**config.mk**
```make
export PLATFORM = sky130hd
export DESIGN_NAME = pkc_key_ram
export DESIGN_NICKNAME = d
export VERILOG_FILES = /design/src/rtl/pkc_key_ram.sv
export SDC_FILE = /design/constraint.sdc
export NUM_CORES = 2
export LEC_CHECK = 0
export BUFFER_PORTS_ARGS = -buffer_cell sky130_fd_sc_hd__buf_2
export CELL_PAD_IN_SITES_DETAIL_PLACEMENT = 1
export CELL_PAD_IN_SITES_GLOBAL_PLACEMENT = 1
export CORE_MARGIN = 2
export CORE_UTILIZATION = 25
export DETAILED_ROUTE_END_ITERATION = 12
export PLACE_DENSITY_LB_ADDON = 0.1
export SYNTH_ARGS = -nofsm -noshare
export SYNTH_HDL_FRONTEND = slang
export SYNTH_SLANG_ARGS = --single-unit
```
**constraint.sdc**
```tcl
create_clock -name i_clk -period 6.9 [get_ports i_clk]
set_input_delay 1.38 -clock i_clk [delete_from_list [all_inputs] [get_ports i_clk]]
set_output_delay 1.38 -clock i_clk [all_outputs]
set_load 0.02 [all_outputs]
```
**src/rtl/pkc_key_ram.sv**
```systemverilog
// ----------------------------------------------------------------------------
// pkc_key_ram
// Simple dual-port RAM: one write port, one read port with registered data.
// ----------------------------------------------------------------------------
module pkc_key_ram #(
    parameter int Depth = 512,
    parameter int Width = 8
) (
    input  logic                     i_clk,
    input  logic                     i_we,
    input  logic [$clog2(Depth)-1:0] i_waddr,
    input  logic [Width-1:0]         i_wdata,
    input  logic                     i_re,
    input  logic [$clog2(Depth)-1:0] i_raddr,
    output logic [Width-1:0]         o_rdata
);

    logic [Width-1:0] r_mem [Depth];
    logic [Width-1:0] r_rdata;

    always_ff @(posedge i_clk) begin
        if (i_we) begin
            r_mem[i_waddr] <= i_wdata;
        end
    end

    always_ff @(posedge i_clk) begin
        if (i_re) begin
            r_rdata <= r_mem[i_raddr];
        end
    end

    assign o_rdata = r_rdata;

endmodule

```
Word level (Yosys, flattened, before mapping)

Memory sizes are Yosys's and may differ from the RTL's. A register that Yosys moved wholly into a read port is not among the register bits.
Index checks and enable logic that the tools add are counted.

Flip-flop bits (word level): 0
RAM bits: 4,096
Bits of input ports: 29
Logic and storage cells: 3
Memories kept: 1

Muxes and demuxes: 2

Memory list:

| memory | words | width | rd ports | clocked after memory_dff | wr ports | RTL line | source |
|---|---|---|---|---|---|---|---|
| r_mem  | 512   | 8     | 1        | 1                        | 1        | 18       | `logic [Width-1:0] r_mem [Depth];` |

Operators by type and width:

| operator         | number |
|---|---|
| 2-to-1 mux 1 bit | 2 |

Logic depth before layout (Yosys ltp)

Depth in word-level cells: 2
Mapped depth: 12

Least setup slack after synthesis

OpenSTA, ideal clock, no wires.

Path type: input to register
From: input port i_raddr[0]
To: register r_rdata[0], in the netlist o_rdata[0] (read register of r_mem), data pin
Arrival time: 3.234 ns
Slack: 3.409 ns
Stages on the path: 10
Path through: buf_4 -> buf_12 -> buf_12 -> buf_2 -> mux4_2 -> o21ai_0 -> nand3_1 -> nand4_1 -> o21ai_0 -> o2111a_1

RTL lines:

| item               | RTL line | source |
|---|---|---|
| start: declaration | 14       | `input logic [$clog2(Depth)-1:0] i_raddr,` |
| end: declaration   | 19       | `logic [Width-1:0] r_rdata;` |

==> results.json <==
{
  "status": "completed",
  "met3_usage_pct": 2.024,
  "vias": 80690,
  "io_pins": 37,
  "min_period_ns": 4.869,
  "relSlewSlack_pct": 3.566,
  "finalNetCount": 8327,
  "grt_pass1_wl_mm": 750.7,
  "synth_area_mm2": 0.1600,
  "worstPathMaxFanout": 48,
  "synth_area_leaders": "edfxtp_1 77%, mux4_2 9.2%, mux2i_1 5.0%",
  "fillers": 64410,
  "r2r-start": "r_mem[423][7]",
  "clk_path_buf_depth": 4,
  "drt_first_iter_violations": 6347,
  "worstMarginPinSlew_ns": 1.447,
  "maxCapViolCount": 0,
  "cp.arrival_ns": 5.74,
  "drc": 0,
  "grt_use_met1_pct": 23.11,
  "fmax_mhz": 205.4,
  "ctsResizeCount": 0,
  "cpPeakStageDelay_ns": 0.96,
  "reg2reg_depth": 6,
  "finalSetupViolations": 0,
  "p_leak_nw": 57.52,
  "routed_via_density": 4.708,
  "cts_tree": "built",
  "cts_max_level": 5,
  "vdd_drop_max_mv": 0.2370,
  "skew_ns": 0.09762,
  "hold_violations": 0,
  "numCtsBuffers": 473,
  "hp-class": "primary input to flop",
  "portBuffers": 36,
  "netlist_instances": 8030,
  "path_delay_family": "simple AND/OR/NAND/NOR gates",
  "cts-hold-fix-buffers": 0,
  "p_per_area_mw_per_mm2": 294.9,
  "coreArea_mm2": 0.6372,
  "rows": 293,
  "synth_cell_type_count": 50,
  "hpwlAfterDp_mm": 337.8,
  "routedWlPerCell_um": 31.81,
  "die_x_um": 804.0,
  "ys_seq_elements": 4104,
  "crit_chain": "buf_8, buf_4, or3_1, or3_1, o22ai_1, nor3_1, o22ai_1, nor2_1, o2111a_1",
  "yosysSeqAreaShare_pct": 77.02,
  "postRouteWirelength_mm": 545.2,
  "clock-sinks": 4104,
  "die-area_mm2": 0.6464,
  "slew_viol_final": 0,
  "avgSynthCellArea_um2": 19.93,
  "synth_top_area_share_pct": 77.02,
  "start_util_pct": 25.11,
  "end_kind": "flop",
  "cp_data_required_time_ns": 7.77,
  "antenna_found_initial": 38,
  "place_congestion": 0.7670,
  "grtUsageTotal_pct": 16.47,
  "synth_edf_count": 4104,
  "crit_buf_inv": 2,
  "holdCritStartpoint": "i_wdata[6]",
  "grt_remaining_overflow": 0,
  "synth_most_common_cell": "edfxtp_1",
  "drive_above_1_share_pct": 19.17,
  "crit_path_start_kind": "primary input",
  "ys_top_cells_by_count": "4104 x edfxtp_1, 797 x mux2i_1, 654 x mux4_2, 597 x nor2_1, 371 x o221ai_1",
  "whs_path_depth": 1,
  "cp.depth": 9,
  "whs_ns": 0.8588,
  "crit_start": "i_raddr[4]",
  "synth-async-reset-ratio_pct": 0,
  "antenna_left": 0,
  "area_delta_synth_final_pct": 16.47,
  "cts.reportedPaths.clkPinSlew_ns": 0.06,
  "rsz0062_at_grt": "no",
  "worstSkewPairLatency_ns": 1.05,
  "grt_pass1_vias": 86440,
  "cts_root_buf": "clkbuf_16",
  "die_h_um": 804.0,
  "syn_nets": 8059,
  "p_total_mw": 54.95,
  "timing.final.crit_share_pct": 70.57,
  "critPathKind": "primary input to flop",
  "gr-max-usage-layer": "met2",
  "synth_ff_type": "edfxtp_1",
  "post_cts_buffers": 0,
  "first_pass_iters": 5,
  "cp_slowest_cell": "nor2_1",
  "grt_start_max_net_pins": 152,
  "met2_usage_pct": 27.76,
  "ys_warn_count": 0,
  "synth_top_cell_by_area": "edfxtp_1"
}
layout make-up:
cell class / count / area, µm² / share of cell area (%)
Tap cell: 8407 / 10520 / 5.644
Multi-Input combinational cell: 3410 / 34090 / 18.29
Inverter: 3 / 20.02 / 0.01074
Antenna cell: 23 / 57.56 / 0.03088
Sequential cell: 4104 / 123200 / 66.13
Clock buffer: 573 / 12280 / 6.587
Clock inverter: 312 / 2858 / 1.533
Timing Repair Buffer: 306 / 3313 / 1.778
layer usage:
layer  part of all wire [%]  vias to the layer above
met5                 0.0099                        -
met4                    1.8                        8
met3                    3.8                      568
met2                     49                     1568
met1                     46                    44410
li1                       -                    34130
per-stage QoR:
stage | setup slack (ns) | cells | util, % | setup TNS [ns] | area (µm²)
2_1_floorplan | 3.409 | 8030 | - | 0 | 160000
5_1_grt | 1.926 | 17120 | 29.24 | 0 | 186300
6_report | 2.031 | 17140 | 29.25 | 0 | 186400
4_1_cts | 1.889 | 17120 | 29.24 | 0 | 186300
3_5_place_dp | 0.7292 | 16230 | 26.87 | 0 | 171200
3_3_place_gp | -0.01701 | 16220 | 26.84 | -0.01701 | 171000
layout by cell type, fill, tap and decap left out, types with 7 or more instances in the layout:
| cell type | Yosys | final |
|---|---|---|
| nand4_1 | 32 | 32 |
| diode_2 | 0 | 23 |
| buf_2 | 57 | 24 |
| buf_12 | 5 | 77 |
| buf_8 | 11 | 13 |
| mux2i_1 | 797 | 797 |
| nand2_4 | 0 | 12 |
| nor2_1 | 597 | 595 |
| nand2_1 | 111 | 96 |
| clkinv_16 | 0 | 13 |
| clkbuf_16 | 0 | 476 |
| clkinv_2 | 0 | 102 |
| buf_4 | 70 | 188 |
| nand3_1 | 36 | 32 |
| nor3_1 | 109 | 106 |
| nor3b_1 | 8 | 7 |
| mux4_2 | 654 | 654 |
| o2111a_1 | 8 | 8 |
| bufinv_16 | 0 | 39 |
| clkinv_1 | 0 | 130 |
| a22oi_1 | 61 | 61 |
| o221ai_1 | 371 | 371 |
| nor4_1 | 36 | 32 |
| clkinvlp_4 | 0 | 14 |
| a211oi_1 | 17 | 17 |
| clkbuf_1 | 265 | 97 |
| and2_1 | 20 | 19 |
| a21oi_1 | 194 | 194 |
| o22ai_1 | 163 | 163 |
| o31ai_1 | 13 | 13 |
| edfxtp_1 | 4104 | 4104 |
| o21ai_0 | 118 | 118 |
sequential cells by signal (all words and copies together), names as in the netlist:
name / cells
o_rdata: 8
r_mem: 4096
logic make-up after synthesis:
group           synth area share (%)
flops                          77.02
mux                            14.19
simple gates                   2.630
compound gates                 4.311
buf+inv                        1.848
where the power goes:
group          internal (mW)  switching (mW)
clock                   14.1            10.6
combinational          0.820            1.96
sequential              27.5          0.0307
total                   42.4            12.6
path summary, 6_finish.rpt:
kind              endpoint  slack (ns)
max             o_rdata[0]        2.03
min          r_mem[203][6]        0.86
max reg2reg     o_rdata[7]        3.52
min reg2reg     o_rdata[6]        1.29
(Power assumes the default switching activity.)
