==> config.mk <==
export PLATFORM = sky130hd
export DESIGN_NAME = pkc_parser
export DESIGN_NICKNAME = d
export VERILOG_FILES = /design/src/rtl/pkc_pkg.sv /design/src/rtl/pkc_parser.sv
export SDC_FILE = /design/constraint.sdc
export NUM_CORES = 1
export LEC_CHECK = 0
export BUFFER_PORTS_ARGS = -buffer_cell sky130_fd_sc_hd__buf_2
export CAP_MARGIN = 20
export CORE_UTILIZATION = 45
export DETAILED_ROUTE_END_ITERATION = 6
export PLACE_DENSITY = 0.67
export SYNTH_ARGS = -nofsm -noshare
export SYNTH_HDL_FRONTEND = slang
export SYNTH_SLANG_ARGS = --single-unit
==> constraint.sdc <==
create_clock -name i_clk -period 2.95 [get_ports i_clk]
set_input_delay 0.295 -clock i_clk [delete_from_list [all_inputs] [get_ports i_clk]]
set_output_delay 0.295 -clock i_clk [all_outputs]
set_load 0.1 [all_outputs]
==> src/rtl/pkc_pkg.sv <==
// ----------------------------------------------------------------------------
// pkc_pkg
// Shared types, constants and the byte mixing function of the keystream
// cipher.
// ----------------------------------------------------------------------------
package pkc_pkg;

    localparam int KeyTableDepth = 512;
    localparam int TableAddrW    = $clog2(KeyTableDepth);
    localparam int ByteW         = 8;
    localparam int LenW          = 16;
    localparam int PhaseW        = 2;
    localparam int RegAddrW      = 3;

    localparam logic ACT_WRITE = 1'b0;
    localparam logic ACT_DATA  = 1'b1;

    localparam logic REG_DECRYPT_MODE = 1'b0;

    // header byte positions
    localparam logic [LenW-1:0] POS_LEN_LO = 16'd0;
    localparam logic [LenW-1:0] POS_LEN_HI = 16'd1;
    localparam logic [LenW-1:0] POS_SEED   = 16'd2;
    localparam logic [LenW-1:0] POS_HASH   = 16'd3;
    localparam logic [LenW-1:0] HDR_LEN    = 16'd4;

    // mixing step selected by position mod 4
    localparam logic [PhaseW-1:0] PH_ADD_SHL1 = 2'd0;
    localparam logic [PhaseW-1:0] PH_SUB_SHR3 = 2'd1;
    localparam logic [PhaseW-1:0] PH_ADD_SHL2 = 2'd2;
    localparam logic [PhaseW-1:0] PH_SUB_SHR5 = 2'd3;

    typedef struct packed {
        logic [ByteW-1:0]  data;
        logic              last;
        logic              header;
        logic              hash;
        logic [PhaseW-1:0] phase;
    } t_beat;

    typedef struct packed {
        logic valid;
        logic hash;
    } t_stage_status;

    function automatic logic [ByteW-1:0] mix_byte(
        input logic [ByteW-1:0]  b,
        input logic [PhaseW-1:0] phase,
        input logic [ByteW-1:0]  m,
        input logic              dec
    );
        logic [ByteW-1:0] delta;
        logic             add;
        case (phase)
            PH_ADD_SHL1: begin
                delta = {m[6:0], 1'b0};
                add   = 1'b1;
            end
            PH_SUB_SHR3: begin
                delta = {3'b000, m[7:3]};
                add   = 1'b0;
            end
            PH_ADD_SHL2: begin
                delta = {m[5:0], 2'b00};
                add   = 1'b1;
            end
            default: begin
                delta = {5'b00000, m[7:5]};
                add   = 1'b0;
            end
        endcase
        add = add ^ dec;
        return add ? (b + delta) : (b - delta);
    endfunction

endpackage

==> src/rtl/pkc_parser.sv <==
// ----------------------------------------------------------------------------
// pkc_parser
// Tracks packet position, size, seed and running key; issues the key table
// read for each accepted hash or payload beat.
// ----------------------------------------------------------------------------
module pkc_parser
    import pkc_pkg::*;
(
    input  logic                  i_clk,
    input  logic                  i_rst_n,
    input  logic                  i_data_accept,
    input  logic [ByteW-1:0]      i_data_byte,
    input  logic                  i_key_fwd,
    input  logic [ByteW-1:0]      i_key_data,
    output logic                  o_rd_en,
    output logic [TableAddrW-1:0] o_rd_addr,
    output t_beat                 o_beat
);

    logic [LenW-1:0]  r_pos, n_pos;
    logic [LenW-1:0]  r_len, n_len;
    logic [ByteW-1:0] r_seed, n_seed;
    logic [ByteW-1:0] r_key, n_key;

    logic [ByteW-1:0] eff_key;
    logic             is_header;
    logic             is_hash;
    logic             is_last;

    // key loaded by the hash beat is still in the read register
    assign eff_key   = i_key_fwd ? i_key_data : r_key;
    assign is_header = (r_pos < HDR_LEN);
    assign is_hash   = (r_pos == POS_HASH);

    always_comb begin
        if (is_hash) begin
            is_last = (r_len <= HDR_LEN);
        end else if (is_header) begin
            is_last = 1'b0;
        end else begin
            is_last = ({1'b0, r_pos} + 17'd1) >= {1'b0, r_len};
        end
    end

    assign o_rd_en   = i_data_accept && (is_hash || !is_header);
    assign o_rd_addr = is_hash ? {r_seed, 1'b0} : {eff_key, 1'b1};

    assign o_beat.data   = i_data_byte;
    assign o_beat.last   = is_last;
    assign o_beat.header = is_header;
    assign o_beat.hash   = is_hash;
    assign o_beat.phase  = r_pos[PhaseW-1:0];

    always_comb begin
        n_pos  = r_pos;
        n_len  = r_len;
        n_seed = r_seed;
        n_key  = i_key_fwd ? i_key_data : r_key;
        if (i_data_accept) begin
            n_pos = is_last ? '0 : (r_pos + 16'd1);
            if (r_pos == POS_LEN_LO) begin
                n_len = {r_len[15:8], i_data_byte};
            end
            if (r_pos == POS_LEN_HI) begin
                n_len = {i_data_byte, r_len[7:0]};
            end
            if (r_pos == POS_SEED) begin
                n_seed = i_data_byte;
            end
            if (!is_header) begin
                n_key = eff_key + 8'd1;
            end
        end
    end

    always_ff @(posedge i_clk) begin
        if (!i_rst_n) begin
            r_pos  <= '0;
            r_len  <= '0;
            r_seed <= '0;
            r_key  <= '0;
        end else begin
            r_pos  <= n_pos;
            r_len  <= n_len;
            r_seed <= n_seed;
            r_key  <= n_key;
        end
    end

endmodule

**Word level (Yosys, flattened, before mapping)**

Cells that the tools add are included.

- Bits in writable memories: 0
- Logic and storage cells: 31
- ROM bits: 0
- Bits of input ports: 20
- Bits in latches: 0
- Flip-flop bits (word level): 48
- Memories: 0

- Shifts and indexed selects: 0
- Equality and inequality tests: 3
- Reduce and logical (&&, ||, !) cells: 7
- Multiplexer cells: 9
- $add $sub $neg: 3
- Div/mod/pow operators: 0
- Magnitude comparators: 3
- Bitwise operators: 1
- Multipliers: 0

Operators by type and width:

| kind | count |
|---|---|
| == test 16 x 2 -> 1 bit, second input constant | 2 |
| two-way mux 16 bit | 2 |
| two-way mux 8 bit | 4 |
| adder 16 x 1 -> 17 bit, second input constant | 1 |
| >= comparator 17 x 16 -> 1 bit | 1 |
| adder 16 x 1 -> 16 bit, second input constant | 1 |
| == test 16 x 1 -> 1 bit, second input constant | 1 |
| less-or-equal comparator 16 x 3 -> 1 bit, second input constant | 1 |
| zero test 16 bit | 1 |
| < comparator 16 x 3 -> 1 bit, second input constant | 1 |
| two-way mux 9 bit | 1 |
| adder 8 x 1 -> 8 bit, second input constant | 1 |
| AND reduction 2 bit | 2 |
| AND reduction 3 bit | 1 |
| two-way mux 1 bit | 2 |
| logical AND 1 bit | 1 |
| zero test 1 bit | 1 |
| logical OR 1 bit | 1 |
| NOT 1 bit | 1 |

**Longest topological paths before layout**

- Word-level depth: 5
- Gate-level depth with buffers: 14
- Gate-level depth less buffers: 13

**Worst setup path before layout**

Ideal clock, no wire load.

- Kind: register to output
- Start: register r_pos[12]
- End: output o_rd_addr[1]
- Buffers on the path: 2
- Stages on the path, launching flop included: 8
- Slack: -0.463 ns
- Arrival: 3.118 ns
- Cell sequence: dfxtp_1 > buf_2 > nor4_1 > nand4_2 > inv_1 > nand2_1 > buf_2 > a21oi_1

- Cells in the longest elaborated chain, start to end: 2

Ends and longest elaborated chain:

| what | RTL line | RTL |
|---|---|---|
| start: declaration | pkc_parser.sv:20 | `logic [LenW-1:0] r_pos, n_pos;` |
| start signal: assignment | pkc_parser.sv:83 | `r_pos <= n_pos;` |
| == test 16 x 2 -> 1 bit | pkc_parser.sv:33 | `assign is_hash = (r_pos == POS_HASH);` |
| two-way mux 9 bit | pkc_parser.sv:46 | `assign o_rd_addr = is_hash ? {r_seed, 1'b0} : {eff_key, 1'b1};` |
| end: declaration | pkc_parser.sv:16 | `output logic [TableAddrW-1:0] o_rd_addr,` |

Every way passes these cells.

==> out/results.ini <==
[run_status]
status=complete, but fails checks
violations=design-rule violations, negative setup slack

[pwr]
leakage_nw=1.72
comb_power_share_pct=29.0
power_mw=1.68
sw_frac_of_total_pct=35.8
p_int_mw=1.08
p_sw_mw=0.604
ir_drop_v=0.000238
power.density_nw_per_um2=440
pwr-share-seq_pct=41.1
p_clk_share_pct=29.9

[synth]
synth.ff_latch_count=48
synth.distinct_cells=43
ys_warn_count=0
syn_avg_cell_area_sq_um=8.38
synth_top_area_cell=dfxtp_1
yosysTopAreaCellShare_pct=31.1
syn_nets=410
synth-edff-count=0
ys_async_sr_fraction_pct=0
synth.top_cells.by_area=dfxtp_1 (31%), ha_1 (8.5%), mux2i_1 (4.9%), nand3_1 (4.9%), nand2_1 (4.6%)
netlist_instances=369
ys_seq_area_share_pct=31.1
syn_area_sq_um=3090
synth-main-ff-cell=dfxtp_1

[placed_design]
dpl_cell_area_sq_um=3410
dp_hpwl_microns=5470
gp_congestion=0.820
pre_cts_slack_ns=-0.0377
io_buffers=42
dp_cells=479

[die]
die_area_sq_um=7200
ioPinCount=43
die_width_microns=84.9
die_h_microns=84.9
placeableCoreArea_sq_um=6490
rows=29
start_util_pct=47.6

[global_routing]
grt_pass1_wl_microns=12800
grt_max_degree=44
grt-ovfl-total=0
grt_use_total_pct=22.7
grt_pass1_vias=2607
antenna_found_initial=0

[critical_path]
critPathTopFamily=simple AND/OR/NAND/NOR gates
crit_slowest_cell=dfxtp_4
critPathBufInv=2
arrival_ns=2.79
worstPathCellList=and3_4 -> and3_4 -> and3_4 -> xor2_1 -> ha_1 -> nand4_1 -> buf_6 -> nor4_4 -> a2111oi_4 -> a21oi_2 -> buf_12
crit_type=reg -> out
critPathMaxStageDelay_ns=0.38
cp_data_required_time_ns=2.65
start_kind=register
cp_max_fo=4
crit_top_cell=and3_4
end_kind=output port

[cts]
cts_sinks=48
max-clock-path-buffers=2
clkTransAtPathRegs_ns=0.10
tritoncts=done
cts-root-buf=clkbuf_8
cts_buffers=5
hold_buffers=0
worstSkewPairLatency_ns=0.31
htreeDepth=2

[drt]
vias=2735
ant_nets=0
wl_per_cell_microns=15.6
wl_met1_microns=3700
drc=4
wl_met3_microns=231
met2_length_microns=3820
viasPerCell=5.43
drt-initial-drc-count=112
totalWireLength_microns=7880
first_pass_iters=6
routed.top_layer=met4

[sta]
slew_viol_final=0
fin_crit_ns=3.08
fmax_mhz=324
slew-limit-headroom_pct=62.7
whs_ns=0.273
rsz0062_at_grt=true
hold_viol=0
final.setup.worst_slack_ns=-0.134
worst_pin_slew_ns=0.558
finalSetupViolations=1
skew_ns=0.00873
period_share_pct=105

[cells_and_area]
diodes=0
stdcell_count=504
area_delta_synth_final_pct=24.0
nets=467
finalInstanceArea_sq_um=3830
drive_gt1_share_pct=31.1

[min_path]
min_path_type=in -> reg

[flow_run]
max_cap_violations=0

per-layer routing:
layer / vias to the layer above / GRT usage (%)
li1: 1363 / -
met1: 1324 / 30.0
met2: 37 / 37.9
met3: 11 / 3.60
met4: 0 / 7.40
met5: - / 0
cell usage after synthesis (2+ instances only):
master	n
nor2_1	27
clkbuf_1	8
o21a_1	2
and2_1	6
inv_1	25
buf_4	15
xor2_1	15
nor4_1	4
nand4_1	8
buf_2	5
nor2b_1	10
ha_1	21
and3_1	10
nand3_1	30
nand2_1	38
a21boi_1	10
a21o_1	3
nor3_1	5
dfxtp_1	48
a21boi_0	6
o31ai_1	2
xnor2_1	12
mux2_2	3
a21oi_1	16
buf_6	2
o21ai_0	7
mux2i_1	15
logic make-up (layout without fill, tap and decap cells):
group	after synthesis	after routing	share of synthesized area (%)
buf+inv	55	113	9.19
flops	48	48	31.1
mux	18	18	5.95
xor+xnor	27	27	7.65
fa+ha+maj	21	21	8.50
simple gates	148	148	25.0
compound gates	52	52	12.6
per-stage QoR:
stage	TNS [ns]	utilization [%]
after floorplan	-2.96	-
after global placement	0	52.5
after detailed placement	-0.107	52.5
after CTS	-0.170	56.5
after global routing	-1.38	59.0
final	-0.134	59.0
layout make-up:
class / instances / area, sq um
tap: 77 / 96.3
inverter: 25 / 93.8
multi-input combinational: 266 / 2010
sequential: 48 / 973
clock buffer: 5 / 68.8
fill: 584 / 2660
clock inverter: 3 / 46.3
timing repair buffer: 80 / 541
final timing paths:
path                                startpoint        end  slack, ns  cells after the start
worst max-delay path                  r_pos[1]  o_beat[4]      -0.13                     11
worst min-delay path            i_data_byte[6]  r_len[14]       0.27                      3
worst max register to register        r_pos[1]   r_pos[4]       0.09                     13
worst min register to register       r_seed[4]  r_seed[4]       0.46                      2
registers in the layout, indices dropped and copies added, names as in the netlist:
register  flops
r_pos        16
r_seed        8
r_key         8
r_len        16
tightest hold or removal path: stages:
cell and delay, ns:
buf_2 0.13, nand3_1 0.07, a21boi_1 0.05
layout by cell type (no fill, tap or decap), drive strengths merged, types with 2 or more instances in the layout:
cell / instances
nand4: 10
and2: 6
buf: 74
o31ai: 2
xnor2: 12
nand3: 30
a21o: 3
and3: 10
o21ai: 7
dfxtp: 48
nor4: 5
nor2b: 10
inv: 26
mux2i: 15
nor2: 28
xor2: 15
nand2: 38
mux2: 3
a21boi: 16
a21oi: 17
nor3: 5
o21a: 2
ha: 21
clkbuf: 11
power by group through the flow:
stage,Combinational [mW],Clock [mW],Sequential [mW]
after global routing,0.519,0.530,0.696
after global placement,0.455,0,0.705
final,0.489,0.504,0.692
after floorplan,0.377,0,0.702
after CTS,0.466,0.508,0.693
after detailed placement,0.459,0,0.706
timing repair:
item / in CTS / in global routing
pin swaps: 10 / 20
hold endpoints to repair: 0 / 0
buffers inserted: 8 / 9
setup endpoints to repair: 6 / 21
gates resized for setup: 19 / 28
Power figures use the tool's default switching activity.
