==> src/rtl/pkc_pkg.sv <==
// ----------------------------------------------------------------------------
// pkc_pkg
// Shared types, constants and the byte mixing function of the keystream
// cipher.
// ----------------------------------------------------------------------------
package pkc_pkg;

    localparam int KeyTableDepth = 512;
    localparam int TableAddrW    = $clog2(KeyTableDepth);
    localparam int ByteW         = 8;
    localparam int LenW          = 16;
    localparam int PhaseW        = 2;
    localparam int RegAddrW      = 3;

    localparam logic ACT_WRITE = 1'b0;
    localparam logic ACT_DATA  = 1'b1;

    localparam logic REG_DECRYPT_MODE = 1'b0;

    // header byte positions
    localparam logic [LenW-1:0] POS_LEN_LO = 16'd0;
    localparam logic [LenW-1:0] POS_LEN_HI = 16'd1;
    localparam logic [LenW-1:0] POS_SEED   = 16'd2;
    localparam logic [LenW-1:0] POS_HASH   = 16'd3;
    localparam logic [LenW-1:0] HDR_LEN    = 16'd4;

    // mixing step selected by position mod 4
    localparam logic [PhaseW-1:0] PH_ADD_SHL1 = 2'd0;
    localparam logic [PhaseW-1:0] PH_SUB_SHR3 = 2'd1;
    localparam logic [PhaseW-1:0] PH_ADD_SHL2 = 2'd2;
    localparam logic [PhaseW-1:0] PH_SUB_SHR5 = 2'd3;

    typedef struct packed {
        logic [ByteW-1:0]  data;
        logic              last;
        logic              header;
        logic              hash;
        logic [PhaseW-1:0] phase;
    } t_beat;

    typedef struct packed {
        logic valid;
        logic hash;
    } t_stage_status;

    function automatic logic [ByteW-1:0] mix_byte(
        input logic [ByteW-1:0]  b,
        input logic [PhaseW-1:0] phase,
        input logic [ByteW-1:0]  m,
        input logic              dec
    );
        logic [ByteW-1:0] delta;
        logic             add;
        case (phase)
            PH_ADD_SHL1: begin
                delta = {m[6:0], 1'b0};
                add   = 1'b1;
            end
            PH_SUB_SHR3: begin
                delta = {3'b000, m[7:3]};
                add   = 1'b0;
            end
            PH_ADD_SHL2: begin
                delta = {m[5:0], 2'b00};
                add   = 1'b1;
            end
            default: begin
                delta = {5'b00000, m[7:5]};
                add   = 1'b0;
            end
        endcase
        add = add ^ dec;
        return add ? (b + delta) : (b - delta);
    endfunction

endpackage

==> src/rtl/pkc_mix_stage.sv <==
// ----------------------------------------------------------------------------
// pkc_mix_stage
// Holds a packet beat beside its table read data, mixes the byte and drives
// the output register.
// ----------------------------------------------------------------------------
module pkc_mix_stage
    import pkc_pkg::*;
(
    input  logic             i_clk,
    input  logic             i_rst_n,
    input  logic             i_load,
    input  t_beat            i_beat,
    input  logic [ByteW-1:0] i_rd_data,
    input  logic             i_decrypt,
    input  logic             i_out_stall,
    output logic             o_ready,
    output t_stage_status    o_status,
    output logic             o_valid,
    output logic [ByteW-1:0] o_out_byte,
    output logic             o_last_of_packet,
    output logic             o_header_byte
);

    logic             r_b_valid, n_b_valid;
    t_beat            r_b_beat;
    logic             r_o_valid, n_o_valid;
    logic [ByteW-1:0] r_o_byte;
    logic             r_o_last;
    logic             r_o_header;

    logic             out_free;
    logic             b_move;
    logic [ByteW-1:0] mixed;

    assign out_free = !r_o_valid || !i_out_stall;
    assign b_move   = r_b_valid && out_free;
    assign o_ready  = !r_b_valid || out_free;

    assign mixed = r_b_beat.header ? r_b_beat.data
                 : mix_byte(r_b_beat.data, r_b_beat.phase, i_rd_data, i_decrypt);

    always_comb begin
        n_b_valid = r_b_valid;
        if (i_load) begin
            n_b_valid = 1'b1;
        end else if (b_move) begin
            n_b_valid = 1'b0;
        end
        n_o_valid = out_free ? r_b_valid : r_o_valid;
    end

    always_ff @(posedge i_clk) begin
        if (!i_rst_n) begin
            r_b_valid <= 1'b0;
            r_o_valid <= 1'b0;
        end else begin
            r_b_valid <= n_b_valid;
            r_o_valid <= n_o_valid;
        end
    end

    always_ff @(posedge i_clk) begin
        if (i_load) begin
            r_b_beat <= i_beat;
        end
        if (b_move) begin
            r_o_byte   <= mixed;
            r_o_last   <= r_b_beat.last;
            r_o_header <= r_b_beat.header;
        end
    end

    assign o_status.valid   = r_b_valid;
    assign o_status.hash    = r_b_beat.hash;
    assign o_valid          = r_o_valid;
    assign o_out_byte       = r_o_byte;
    assign o_last_of_packet = r_o_last;
    assign o_header_byte    = r_o_header;

endmodule

==> config.mk <==
export PLATFORM = sky130hd
export DESIGN_NAME = pkc_mix_stage
export DESIGN_NICKNAME = d
export VERILOG_FILES = /design/src/rtl/pkc_pkg.sv /design/src/rtl/pkc_mix_stage.sv
export SDC_FILE = /design/constraint.sdc
export NUM_CORES = 1
export LEC_CHECK = 0
export BUFFER_PORTS_ARGS = -buffer_cell sky130_fd_sc_hd__buf_2
export CORE_MARGIN = 2
export CORE_UTILIZATION = 25
export CTS_CLUSTER_SIZE = 40
export DETAILED_ROUTE_END_ITERATION = 8
export SYNTH_ARGS = -nofsm -noshare
export SYNTH_HDL_FRONTEND = slang
export SYNTH_SLANG_ARGS = --single-unit
==> constraint.sdc <==
create_clock -name i_clk -period 4.7 [get_ports i_clk]
set_input_delay 0.94 -clock i_clk [delete_from_list [all_inputs] [get_ports i_clk]]
set_output_delay 0.94 -clock i_clk [all_outputs]
set_load 0.01 [all_outputs]
* After elaboration in Yosys (flattened, before gate mapping)
Cells that the tools add are included.
** Storage, ports and cells
- Input bits :: 26
- Output and inout bits :: 14
- Flip-flop bits (word level) :: 25
** Cells by class
- Mux-type cells :: 6
- Reduce and logical (&&, ||, !) cells :: 9
- Equality and inequality tests :: 2
- Add/sub/neg operators :: 2
- Bitwise gates (word level) :: 1
** Operators with widths (number)
- $pmux W8 S3 :: 1
- $mux W8 :: 2
- $add A8 B8 Y8 :: 1
- $sub A8 B8 Y8 :: 1
- $logic_not A1 Y1 :: 3
- $mux W1 :: 3
- $eq A2 B1 Y1 const B :: 1
- $eq A2 B2 Y1 const B :: 1
- $logic_not A2 Y1 :: 1
- $logic_or A1 B1 Y1 :: 2
- $reduce_bool A2 Y1 :: 1
- $reduce_or A2 Y1 :: 1
- $logic_and A1 B1 Y1 :: 1
- $xor A1 B1 Y1 :: 1

* Logic depth before layout (Yosys ltp)
Gate-level depths: netlist of the first run.
- Depth in word-level cells :: 6
- Depth in mapped cells :: 17
- Mapped depth without buffers :: 15

* Worst setup path after synthesis of the first run
No wires, ideal clock.
- Path type :: input -> register
- Start :: input i_rd_data[4]
- End :: register r_o_byte[7] (netlist: o_out_byte[7]), data pin
- Arrival :: 3271 ps
- Cell stages on the path :: 15
- Slack :: 1158 ps
- Buffers on the path :: 0
- Required time :: 4429 ps
- Cell sequence :: nand2b_1 nand2_1 a22oi_1 ha_1 inv_1 nor2_1 a21oi_1 xor2_1 ha_1 nand3_1 o211ai_1 o41ai_2 nor4b_1 nor4_1 nand4_1
** On the way
- Longest elaborated chain between the ends :: 4
** Ends and longest elaborated chain
- from (decl) :: line pkc_mix_stage.sv:13 : input logic [ByteW-1:0] i_rd_data,
- $pmux W8 S3 * :: line pkc_pkg.sv:54 : case (phase)
- $sub A8 B8 Y8 / $add A8 B8 Y8 (equally long branches) :: line pkc_pkg.sv:73 : return add ? (b + delta) : (b - delta);
- $mux W8 * :: line pkc_pkg.sv:73
- $mux W8 * :: line pkc_mix_stage.sv:39 : assign mixed = r_b_beat.header ? r_b_beat.data
- named net mixed[7] :: line pkc_mix_stage.sv:33 : logic [ByteW-1:0] mixed;
- to (signal assigned) :: line pkc_mix_stage.sv:67 : r_o_byte <= mixed;
- to (decl) :: line pkc_mix_stage.sv:27 : logic [ByteW-1:0] r_o_byte;
The timed path passes the listed nets; every way through them passes the cells marked *.
A chain may end at the register's enable or synchronous reset.

* Worst setup path in the final report of the first run
- Start :: register r_b_beat[1] in the netlist's numbering
- End :: register r_o_byte[7] (netlist: o_out_byte[7]), data pin
** On the way
- Longest elaborated chain between the ends :: 6
** Ends and longest elaborated chain
- from (decl) :: line pkc_mix_stage.sv:25 : t_beat r_b_beat;
- from (signal assigned) :: line pkc_mix_stage.sv:64 : r_b_beat <= i_beat;
- parallel branches: the longest is 4 deep, another holds $sub A8 B8 Y8
- $mux W8 * :: line pkc_pkg.sv:73
- $mux W8 * :: line pkc_mix_stage.sv:39
- named net mixed[7] :: line pkc_mix_stage.sv:33
Mark *: on every way through the listed nets, which the timed path passes.

==> reports/metrics.yaml, run 1 <==
ant_nets: 0
overflow: 0
io_pins: 40
synth.area.top_cells: "edfxtp_1, ha_1, xnor2_1"
worst_setup_path_end_kind: "register"
cts.htree.levels: 1
hold_viol: 0
path_cells: "nand2b_1 -> nand2_1 -> a22oi_1 -> ha_1 -> inv_1 -> nor2_1 -> a21oi_1 -> xor2_1 -> ha_1 -> nand3_1 -> o211ai_1 -> o41ai_2 -> nor4b_1 -> nor4_1 -> nand4_1"
rr_worst_depth: 15
ys.flop_type: "edfxtp_1"
met3_usage_pct: 2.82
die_y_um: 85.2
post-route-drc-count: 0
start_util_pct: 25.9
tritoncts: "done"
met1_usage_pct: 12.6
vdd_drop_max_uv: 103
rows: 29
worstPathMaxFanout: 17
tns_ps: 0
netlist.area_leader.share_pct: 41.9
critPathMaxStageDelay_ps: 720
routed_wl_mm: 3.27
gr-max-usage-layer: "met2"
post_cts_buffers: 0
cts_root_buf: "clkbuf_8"
yosysSeqAreaShare_pct: 44.4
synth_warnings: 0
area.growth.synth_to_final_pct: 17.1
dp_slack_ps: 663
stdcell_area_um2: 1930
critPathKind: "reg2reg"
maxCapViolations: 0
numCtsBuffers: 3
regToRegSetupSlack_ps: 890
clk_pin_slew_ps: 80
relSlewSlack_pct: 55.3
fin_crit_sh_pct: 81.0
synthCells: 152
cp.required_ps: 4710
core_area_um2: 6350
placed_area_um2: 1880
min_to: "o_last_of_packet$_DFFE_PP_"
drt_iter0_markers: 49
hold_path_class: "reg2reg"
cpMostUsedCell: "ha_1"
fin_nets: 224
final_common_cell: "buf_2"
ys_ff_latch: 25
first_global_vias: 1203
power_density_nw_per_um2: 322
min-delay-start: "r_b_beat[4]$_DFFE_PP_"
gp_congestion: 0.775
synth_edf_count: 23
vias: 1247
placement.io_buffers: 39
die_area_um2: 7250
avgRoutedWirePerCell_um: 12.4
synth_area_per_cell_um2: 10.8
die_x_um: 85.2
fmax_ghz: 0.263
grt_max_degree: 21
vias_per_cell: 4.72
drive_gt1_share_pct: 27.3
grt_usage_pct: 9.66
post_cts_resize_count: 0
fin_ws_ps: 894
power.leakage_nw: 0.778
numClockSinks: 25
dpl.hpwl_mm: 2.51
synth.largest_area_cell: "edfxtp_1"
timing.rr.start: "r_b_beat[1]$_DFFE_PP_"
grt_antenna_before_repair: 0
r2r_end: "o_out_byte[7]$_DFFE_PP_"
clock_skew_ps: 1.41
min_delay_path_depth: 0
start_kind: "register"
maxSlewViolCount: 0
setup_viol: 0
syn_nets: 188
slowest_stage: "edfxtp_1"
insertion_delay_ps: 270
ctsHoldBuffers: 0
syn_area_um2: 1650
arrival_ps: 3820
total_power_mw: 0.620
grt_setup_unrepaired: "no"
grtUsageMet2_pct: 15.7
ys_types: 46
grt_pass1_wl_mm: 5.61
clock_path_buffers: 2
layout_common_cells: "buf_2, edfxtp_1, nand2_1"
status: "completed"
diodes: 0
synthArstFlopShare_pct: 0
tightest_slew_ps: 670
post-route-min-period_ps: 3810
first_pass_iters: 4
[flip-flops by register name (all words and copies together) (netlist names)]
name,cells
o_header_byte,1
r_b_beat,12
o_valid,1
r_b_valid,1
o_status,1
o_last_of_packet,1
o_out_byte,8
[area by class of cell]
type	instances	area, µm²
Timing Repair Buffer	40	203
Tap cell	77	96.3
Sequential cell	25	731
Clock buffer	4	45.0
Multi-Input combinational cell	111	827
Inverter	7	26.3
Fill cell	650	4420
[stage by stage]
| step | hold WS (ps) | util (%) | std cells |
|---|---|---|---|
| final | 441 | 30.4 | 264 |
| after global routing | 446 | 30.4 | 264 |
| after CTS | 443 | 30.4 | 264 |
| after detailed placement | 423 | 29.7 | 260 |
| after global placement | 401 | 29.7 | 260 |
| after floorplan | 400 | - | 152 |
[report_power, final]
part           switching, mW  internal (mW)
Clock                 0.0665         0.0607
Combinational          0.109         0.0965
Sequential            0.0184          0.269
Total                  0.194          0.426
[worst max-delay path by stage]
stage / depth (start not counted) / slack (ps) / endpoint / start
after floorplan: 15 / 1160 / o_out_byte[7]$_DFFE_PP_ / i_rd_data[4]
after global routing: 15 / 600 / o_out_byte[7]$_DFFE_PP_ / r_b_beat[1]$_DFFE_PP_
after detailed placement: 14 / 660 / o_out_byte[7]$_DFFE_PP_ / i_rd_data[6]
final: 15 / 890 / o_out_byte[7]$_DFFE_PP_ / r_b_beat[1]$_DFFE_PP_
after global placement: 13 / 790 / o_out_byte[7]$_DFFE_PP_ / i_rd_data[5]
after CTS: 13 / 910 / o_out_byte[7]$_DFFE_PP_ / r_b_beat[1]$_DFFE_PP_
[per-layer routing]
| layer | share of wire [%] | vias to the layer above |
|---|---|---|
| met5 | 0 | - |
| met2 | 48 | 38 |
| met3 | 6.0 | 5 |
| met4 | 1.1 | 0 |
| li1 | - | 634 |
| met1 | 45 | 570 |
[worst max-delay path, delay by kind of cell (launching register included)]
kind,cells,cell delay (ps)
and+or+nand+nor,7,1070
AOI/OAI and AO/OA,4,990
DFF,1,720
adders and majority gates,2,540
xor gates and xnor gates,1,170
buffers and inverters,1,60
[kinds of logic after synthesis]
logic type,count (synthesis),synth area share [%]
DFF,25,44.4
and+or+nand+nor,46,15.0
muxes,8,5.85
xor gates and xnor gates,11,5.85
AOI/OAI and AO/OA,36,15.4
buffers and inverters,16,5.39
adders and majority gates,10,8.05
[synthesized netlist by cell type, drive strengths merged, types with 2 or more instances]
cell type  instances
o41ai              2
nor3b              3
mux2i              4
buf                6
xor2               5
nor2b              2
clkbuf             3
o21bai             2
nor4b              3
a21boi             2
edfxtp            23
nand3              3
mux2               3
nor2               9
ha                 9
nand2             11
a21oi             10
nand2b             3
dfxtp              2
inv                7
nor3               4
nand3b             2
o21ai              9
o31ai              2
xnor2              6
(Power assumes the default switching activity.)
==> inputs of run 2 (changes only) <==
clock period = 3.8 ns   (was 4.7 ns; I/O delays follow)
==> reports/metrics.yaml, run 2 (synthesis gave the netlist of run 1 again) <==
regMostFlops: "r_b_beat"
maxSlewViolCount: 0  # unchanged
power_frac_seq_pct: 45.4  # -0.9 points
dpl.hpwl_mm: 2.57  # +2.2%
clock_power_share_pct: 19.8  # -0.7 points
clock_path_buffers: 2  # unchanged
tightest_slew_ps: 547  # -124 ps
ant_nets: 0  # unchanged
worstPathMaxFanout: 11  # -6
largest_register_ffs: 12  # unchanged
internal-power_mw: 0.533  # +25%
pwr-share-comb_pct: 34.8  # +1.6 points
clock_skew_ps: 2.07  # +0.664 ps
io_pins: 40  # unchanged
numPlacedInstances: 263  # +1.2%
die_area_um2: 7250  # unchanged
tritoncts: "done"
clk_pin_slew_ps: 80  # about the same
first_global_vias: 1170  # -2.7%
cp.required_ps: 3810  # -900 ps
hold_path_class: "reg2reg"
final_common_cell: "buf_2"
path_cells: "buf_4 -> mux2i_1 -> o21a_1 -> nand2b_1 -> o41ai_2 -> xnor2_1 -> o21ai_2 -> ha_1 -> nor3_1 -> nor2_1 -> o41ai_4 -> and4_1 -> nor4_1 -> nand4_1"
multi_input_area_um2: 838  # +1.4%
nFillCells: 669  # +2.9%
drt_iter0_markers: 21  # -57%
cts_root_buf: "clkbuf_8"
hold_viol: 0  # unchanged
vias: 1208  # -3.1%
power_density_nw_per_um2: 394  # +23%
grt_setup_unrepaired: "no"
post-route-drc-count: 0  # unchanged
grt_max_degree: 19  # -9.5%
maxCapViolations: 0  # unchanged
core_area_um2: 6350  # unchanged
grt_antenna_before_repair: 0  # unchanged
layout_common_cells: "buf_2, edfxtp_1, nand2_1"
die_x_um: 85.2  # unchanged
regToRegSetupSlack_ps: 350  # -540 ps
p_sw_mw: 0.241  # +24%
ff_latch_area_um2: 731  # unchanged
switching_share_pct: 31.2  # -0.14 points
status: "completed"
layoutNonFillerInstCount: 267  # +1.1%
crit_family: "simple AND/OR/NAND/NOR gates"
overflow: 0  # unchanged
setup_viol: 0  # unchanged
placement.io_buffers: 39  # unchanged
avgRoutedWirePerCell_um: 12.1  # -1.8%
drive_gt1_share_pct: 28.9  # +1.7 points
grt_pass1_wl_mm: 5.51  # -1.8%
tns_ps: 0  # unchanged
power.leakage_nw: 0.797  # +2.6%
arrival_ps: 3460  # -360 ps
gp_congestion: 0.760  # -1.9%
diodes: 0  # unchanged
cts.htree.levels: 1  # unchanged
fin_crit_sh_pct: 90.7  # +9.8 points
routed_wl_mm: 3.24  # -0.70%
area.growth.synth_to_final_pct: 19.2
start_kind: "register"
numCtsBuffers: 3  # unchanged
vdd_drop_max_uv: 131  # +28%
relSlewSlack_pct: 63.2  # +7.9 points
path_buf_inv: 1  # unchanged
rows: 29  # unchanged
post-route-min-period_ps: 3450  # -358 ps
worst_setup_path_end_kind: "register"
start_util_pct: 25.9  # unchanged
fin_nets: 227  # +1.3%
first_pass_iters: 4  # unchanged
grt_usage_pct: 9.40  # -0.26 points
numClockSinks: 25  # unchanged
critPathMaxStageDelay_ps: 560  # -160 ps
slowest_stage: "edfxtp_1"
fmax_ghz: 0.290  # +10%
insertion_delay_ps: 260  # about the same
die_y_um: 85.2  # unchanged
vias_per_cell: 4.52  # -4.2%
critPathKind: "reg2reg"
[run 2: final cells by class]
cell class                 count  share of cell area, %
multi-input combinational    111                   42.7
sequential                    25                   37.2
timing repair buffer          43                   11.5
tap                           77                   4.91
clock buffer                   3                   2.10
inverter                       7                   1.34
clock inverter                 1                  0.255
[run 2: worst paths after layout]
path / startpoint / end / depth (start not counted)
max: r_b_beat[1]$_DFFE_PP_ / o_out_byte[7]$_DFFE_PP_ / 14
min: r_b_beat[4]$_DFFE_PP_ / o_last_of_packet$_DFFE_PP_ / 0
min reg2reg: r_b_beat[4]$_DFFE_PP_ / o_last_of_packet$_DFFE_PP_ / 0
max reg2reg: r_b_beat[1]$_DFFE_PP_ / o_out_byte[7]$_DFFE_PP_ / 14
[run 2: power by group through the flow]
stage / registers, mW / logic, mW / clock network, mW
after floorplan: 0.352 / 0.202 / 0
after global placement: 0.358 / 0.257 / 0
after detailed placement: 0.359 / 0.262 / 0
after CTS: 0.352 / 0.264 / 0.163
after global routing: 0.356 / 0.305 / 0.174
final: 0.352 / 0.270 / 0.153
[run 2: through the flow]
step | setup slack, ps | instance area (µm²) | power (mW) | hold WS, ps | util [%]
6_report | 352 | 1960 | 0.774 | 442 | 30.9
5_1_grt | 54.2 | 1960 | 0.836 | 445 | 30.9
4_1_cts | 215 | 1950 | 0.779 | 444 | 30.7
3_5_place_dp | 7.13 | 1910 | 0.621 | 423 | 30.0
3_3_place_gp | 113 | 1910 | 0.616 | 401 | 30.0
2_1_floorplan | 438 | 1650 | 0.554 | 400 | -
[run 2: what timing repair did]
action                     CTS  global route
buffers inserted             0             0
resized for setup            0             1
setup endpoints to repair    0             1
hold buffers                 0             0
[run 2: per-layer routing]
metal / part of all wire, % / GRT usage [%] / up-vias
met4: 0.52 / 2.16 / 0
met5: 0 / 0 / -
li1: - / - / 639
met3: 4.2 / 2.72 / 2
met1: 48 / 12.6 / 549
met2: 48 / 15.0 / 18
[run 2: worst reg2reg max path, delay by kind of cell, from the launching register on]
family / cells / cell delay [ps]
AO/OA/AOI/OAI: 4 / 820
XOR/XNOR: 1 / 130
adder cells (fa/ha/maj): 1 / 250
buffers and inverters: 1 / 230
flip-flops: 1 / 560
multiplexers: 1 / 230
AND/OR/NAND/NOR: 6 / 970
==> inputs of run 3 (changes only) <==
ABC_AREA = 1   (was unset)
==> reports/metrics.yaml, run 3 <==
netlist.area_leader.share_pct: 43.8  # +1.8 points
grt_setup_unrepaired: "no"
fin_crit_sh_pct: 80.4  # -10 points
setup_viol: 0  # unchanged
vias_per_cell: 4.27  # -5.7%
path_cells: "inv_2 -> nand2_2 -> nor2_2 -> nor2_4 -> ha_1 -> inv_1 -> nor2_1 -> a31oi_1 -> xor2_1 -> inv_1 -> ha_1 -> a21oi_1 -> o21ai_0 -> a31oi_1 -> inv_1 -> nand3_1 -> nand3_1 -> nand2_1 -> nand2_1"
numClockSinks: 25  # unchanged
hold_viol: 0  # unchanged
largest_register_ffs: 12  # unchanged
tns_ps: 0  # unchanged
start_kind: "register"
area.growth.synth_to_final_pct: 18.6
fin_ws_ps: 745  # +393 ps
post_cts_resize_count: 0  # unchanged
insertion_delay_ps: 270  # about the same
ys.flop_type: "edfxtp_1"
drive_gt1_share_pct: 25.0  # -3.9 points
clk_pin_slew_ps: 80  # about the same
ctsHoldBuffers: 0  # unchanged
synth.area.top_cells: "edfxtp_1, nand2_1, ha_1"
worst_setup_path_end_kind: "register"
fmax_ghz: 0.327  # +13%
power_density_nw_per_um2: 398  # +0.82%
post-route-min-period_ps: 3060  # -393 ps
arrival_ps: 3090  # -370 ps
synth_edf_count: 23  # unchanged
rows: 28  # -3.4%
critPathMaxStageDelay_ps: 560  # about the same
vias: 1259  # +4.2%
overflow: 0  # unchanged
vdd_drop_max_uv: 139  # +6.0%
maxCapViolations: 0  # unchanged
cts.htree.levels: 1  # unchanged
synthCells: 182  # +20%
synth_warnings: 0  # unchanged
clock_path_buffers: 2  # unchanged
dpl.hpwl_mm: 2.45  # -4.4%
synthTopCellsByCount: "nand2_1, inv_1, edfxtp_1"
die_x_um: 83.4  # -2.0%
fin_nets: 257  # +13%
relSlewSlack_pct: 46.5  # -17 points
die_y_um: 83.4  # -2.0%
power.leakage_nw: 0.908  # +14%
final_common_cell: "nand2_1"
diodes: 0  # unchanged
die_area_um2: 6960  # -4.0%
grt_pass1_wl_mm: 5.36  # -2.6%
cpMostUsedCell: "inv_1"
grt_antenna_before_repair: 0  # unchanged
regMostFlops: "r_b_beat"
status: "completed"
tightest_slew_ps: 800  # +253 ps
cp.required_ps: 3830  # +20 ps
dp_slack_ps: 613  # +606 ps
gp_congestion: 0.846  # +11%
routed_wl_mm: 3.05  # -5.9%
post-route-drc-count: 0  # unchanged
ant_nets: 0  # unchanged
grt_max_degree: 15  # -4
clock_skew_ps: 3.91  # +1.84 ps
synth_area_per_cell_um2: 8.67  # -20%
synth.largest_area_cell: "edfxtp_1"
worstPathMaxFanout: 12  # +1
syn_nets: 218  # +16%
maxSlewViolCount: 0  # unchanged
post_cts_buffers: 0  # unchanged
tritoncts: "done"
cts_root_buf: "clkbuf_8"
slowest_stage: "edfxtp_1"
syn_area_um2: 1580  # -4.2%
io_pins: 40  # unchanged
numCtsBuffers: 3  # unchanged
yosysSeqAreaShare_pct: 46.3  # +1.9 points
first_pass_iters: 4  # unchanged
hold_path_class: "reg2reg"
ys_types: 25  # -46%
critPathKind: "reg2reg"
yosysMostFrequentCell: "nand2_1"
layout_common_cells: "nand2_1, buf_2, inv_1"
ys_ff_latch: 25  # unchanged
core_area_um2: 6030  # -5.1%
start_util_pct: 26.2  # +0.25 points
placement.io_buffers: 39  # unchanged
nFillCells: 646  # -3.4%
grt_usage_pct: 9.43  # +0.028 points
avgRoutedWirePerCell_um: 10.3  # -15%
whs_ps: 425  # -16.6 ps
first_global_vias: 1212  # +3.6%
drt_iter0_markers: 29  # +38%
synthArstFlopShare_pct: 0  # unchanged
==> run 3: changes by cell type after synthesis, moves of 4 or more <==
cell | previous run | this run
mux2i_1 | 4 | 0
nand2_1 | 11 | 49
inv_2 | 0 | 4
nor3_1 | 4 | 0
inv_1 | 7 | 24
xnor2_1 | 6 | 1
nand3_1 | 3 | 19
==> run 3: cells by family (layout without fill, tap and decap cells) <==
kind of cell,after synthesis,after routing,synth area share [%]
compound gates,19,19,6.34
xor+xnor,6,6,3.33
fa+ha+maj,10,10,8.41
buf+inv,33,71,9.28
flops,25,25,46.3
simple gates,89,89,26.3
==> run 3: final timing paths <==
path              slack (ps)                  start  cells after the start                          to
setup / recovery         740  r_b_beat[0]$_DFFE_PP_                     19     o_out_byte[7]$_DFFE_PP_
hold / removal           430  r_b_beat[4]$_DFFE_PP_                      0  o_last_of_packet$_DFFE_PP_
setup reg to reg         740  r_b_beat[0]$_DFFE_PP_                     19     o_out_byte[7]$_DFFE_PP_
hold reg to reg          430  r_b_beat[4]$_DFFE_PP_                      0  o_last_of_packet$_DFFE_PP_
==> run 3: area by class of cell <==
| type | instances | area (µm²) | area share (%) |
|---|---|---|---|
| clock buffers | 4 | 45.0 | 2.41 |
| multi-input cells | 124 | 701 | 37.5 |
| flip-flops and latches | 25 | 731 | 39.1 |
| inverters | 28 | 105 | 5.62 |
| repair buffers | 39 | 195 | 10.4 |
| well taps | 75 | 93.8 | 5.02 |
==> run 3: critical path, delay by kind of cell, from the launching register on <==
family	cells	cell delay (ps)
AND/OR/NAND/NOR	8	630
XOR/XNOR	1	180
adder cells (fa/ha/maj)	2	500
buffers and inverters	4	380
flip-flops	1	560
AO/OA/AOI/OAI	4	560
==> run 3: layer usage <==
metal | track usage (%) | routed length [µm] | vias up
met5 | 0 | 0 | -
met3 | 3.68 | 176 | 4
met1 | 11.5 | 1370 | 555
met4 | 3.23 | 47 | 0
li1 | - | - | 671
met2 | 15.2 | 1460 | 29
==> run 3: per-stage QoR <==
step	instances	power (mW)	instance area [µm²]	util, %
final	295	0.744	1870	31.0
after global routing	295	0.812	1870	31.0
after CTS	295	0.756	1870	31.0
after detailed placement	291	0.595	1830	30.3
after global placement	291	0.591	1830	30.3
after floorplan	182	0.534	1580	-
==> run 3: where the power goes <==
part	switching [mW]	leakage, nW	internal (mW)
logic	0.143	0.648	0.0976
registers	0.0156	0.238	0.331
clock network	0.0820	0.0228	0.0750
total	0.240	0.908	0.503
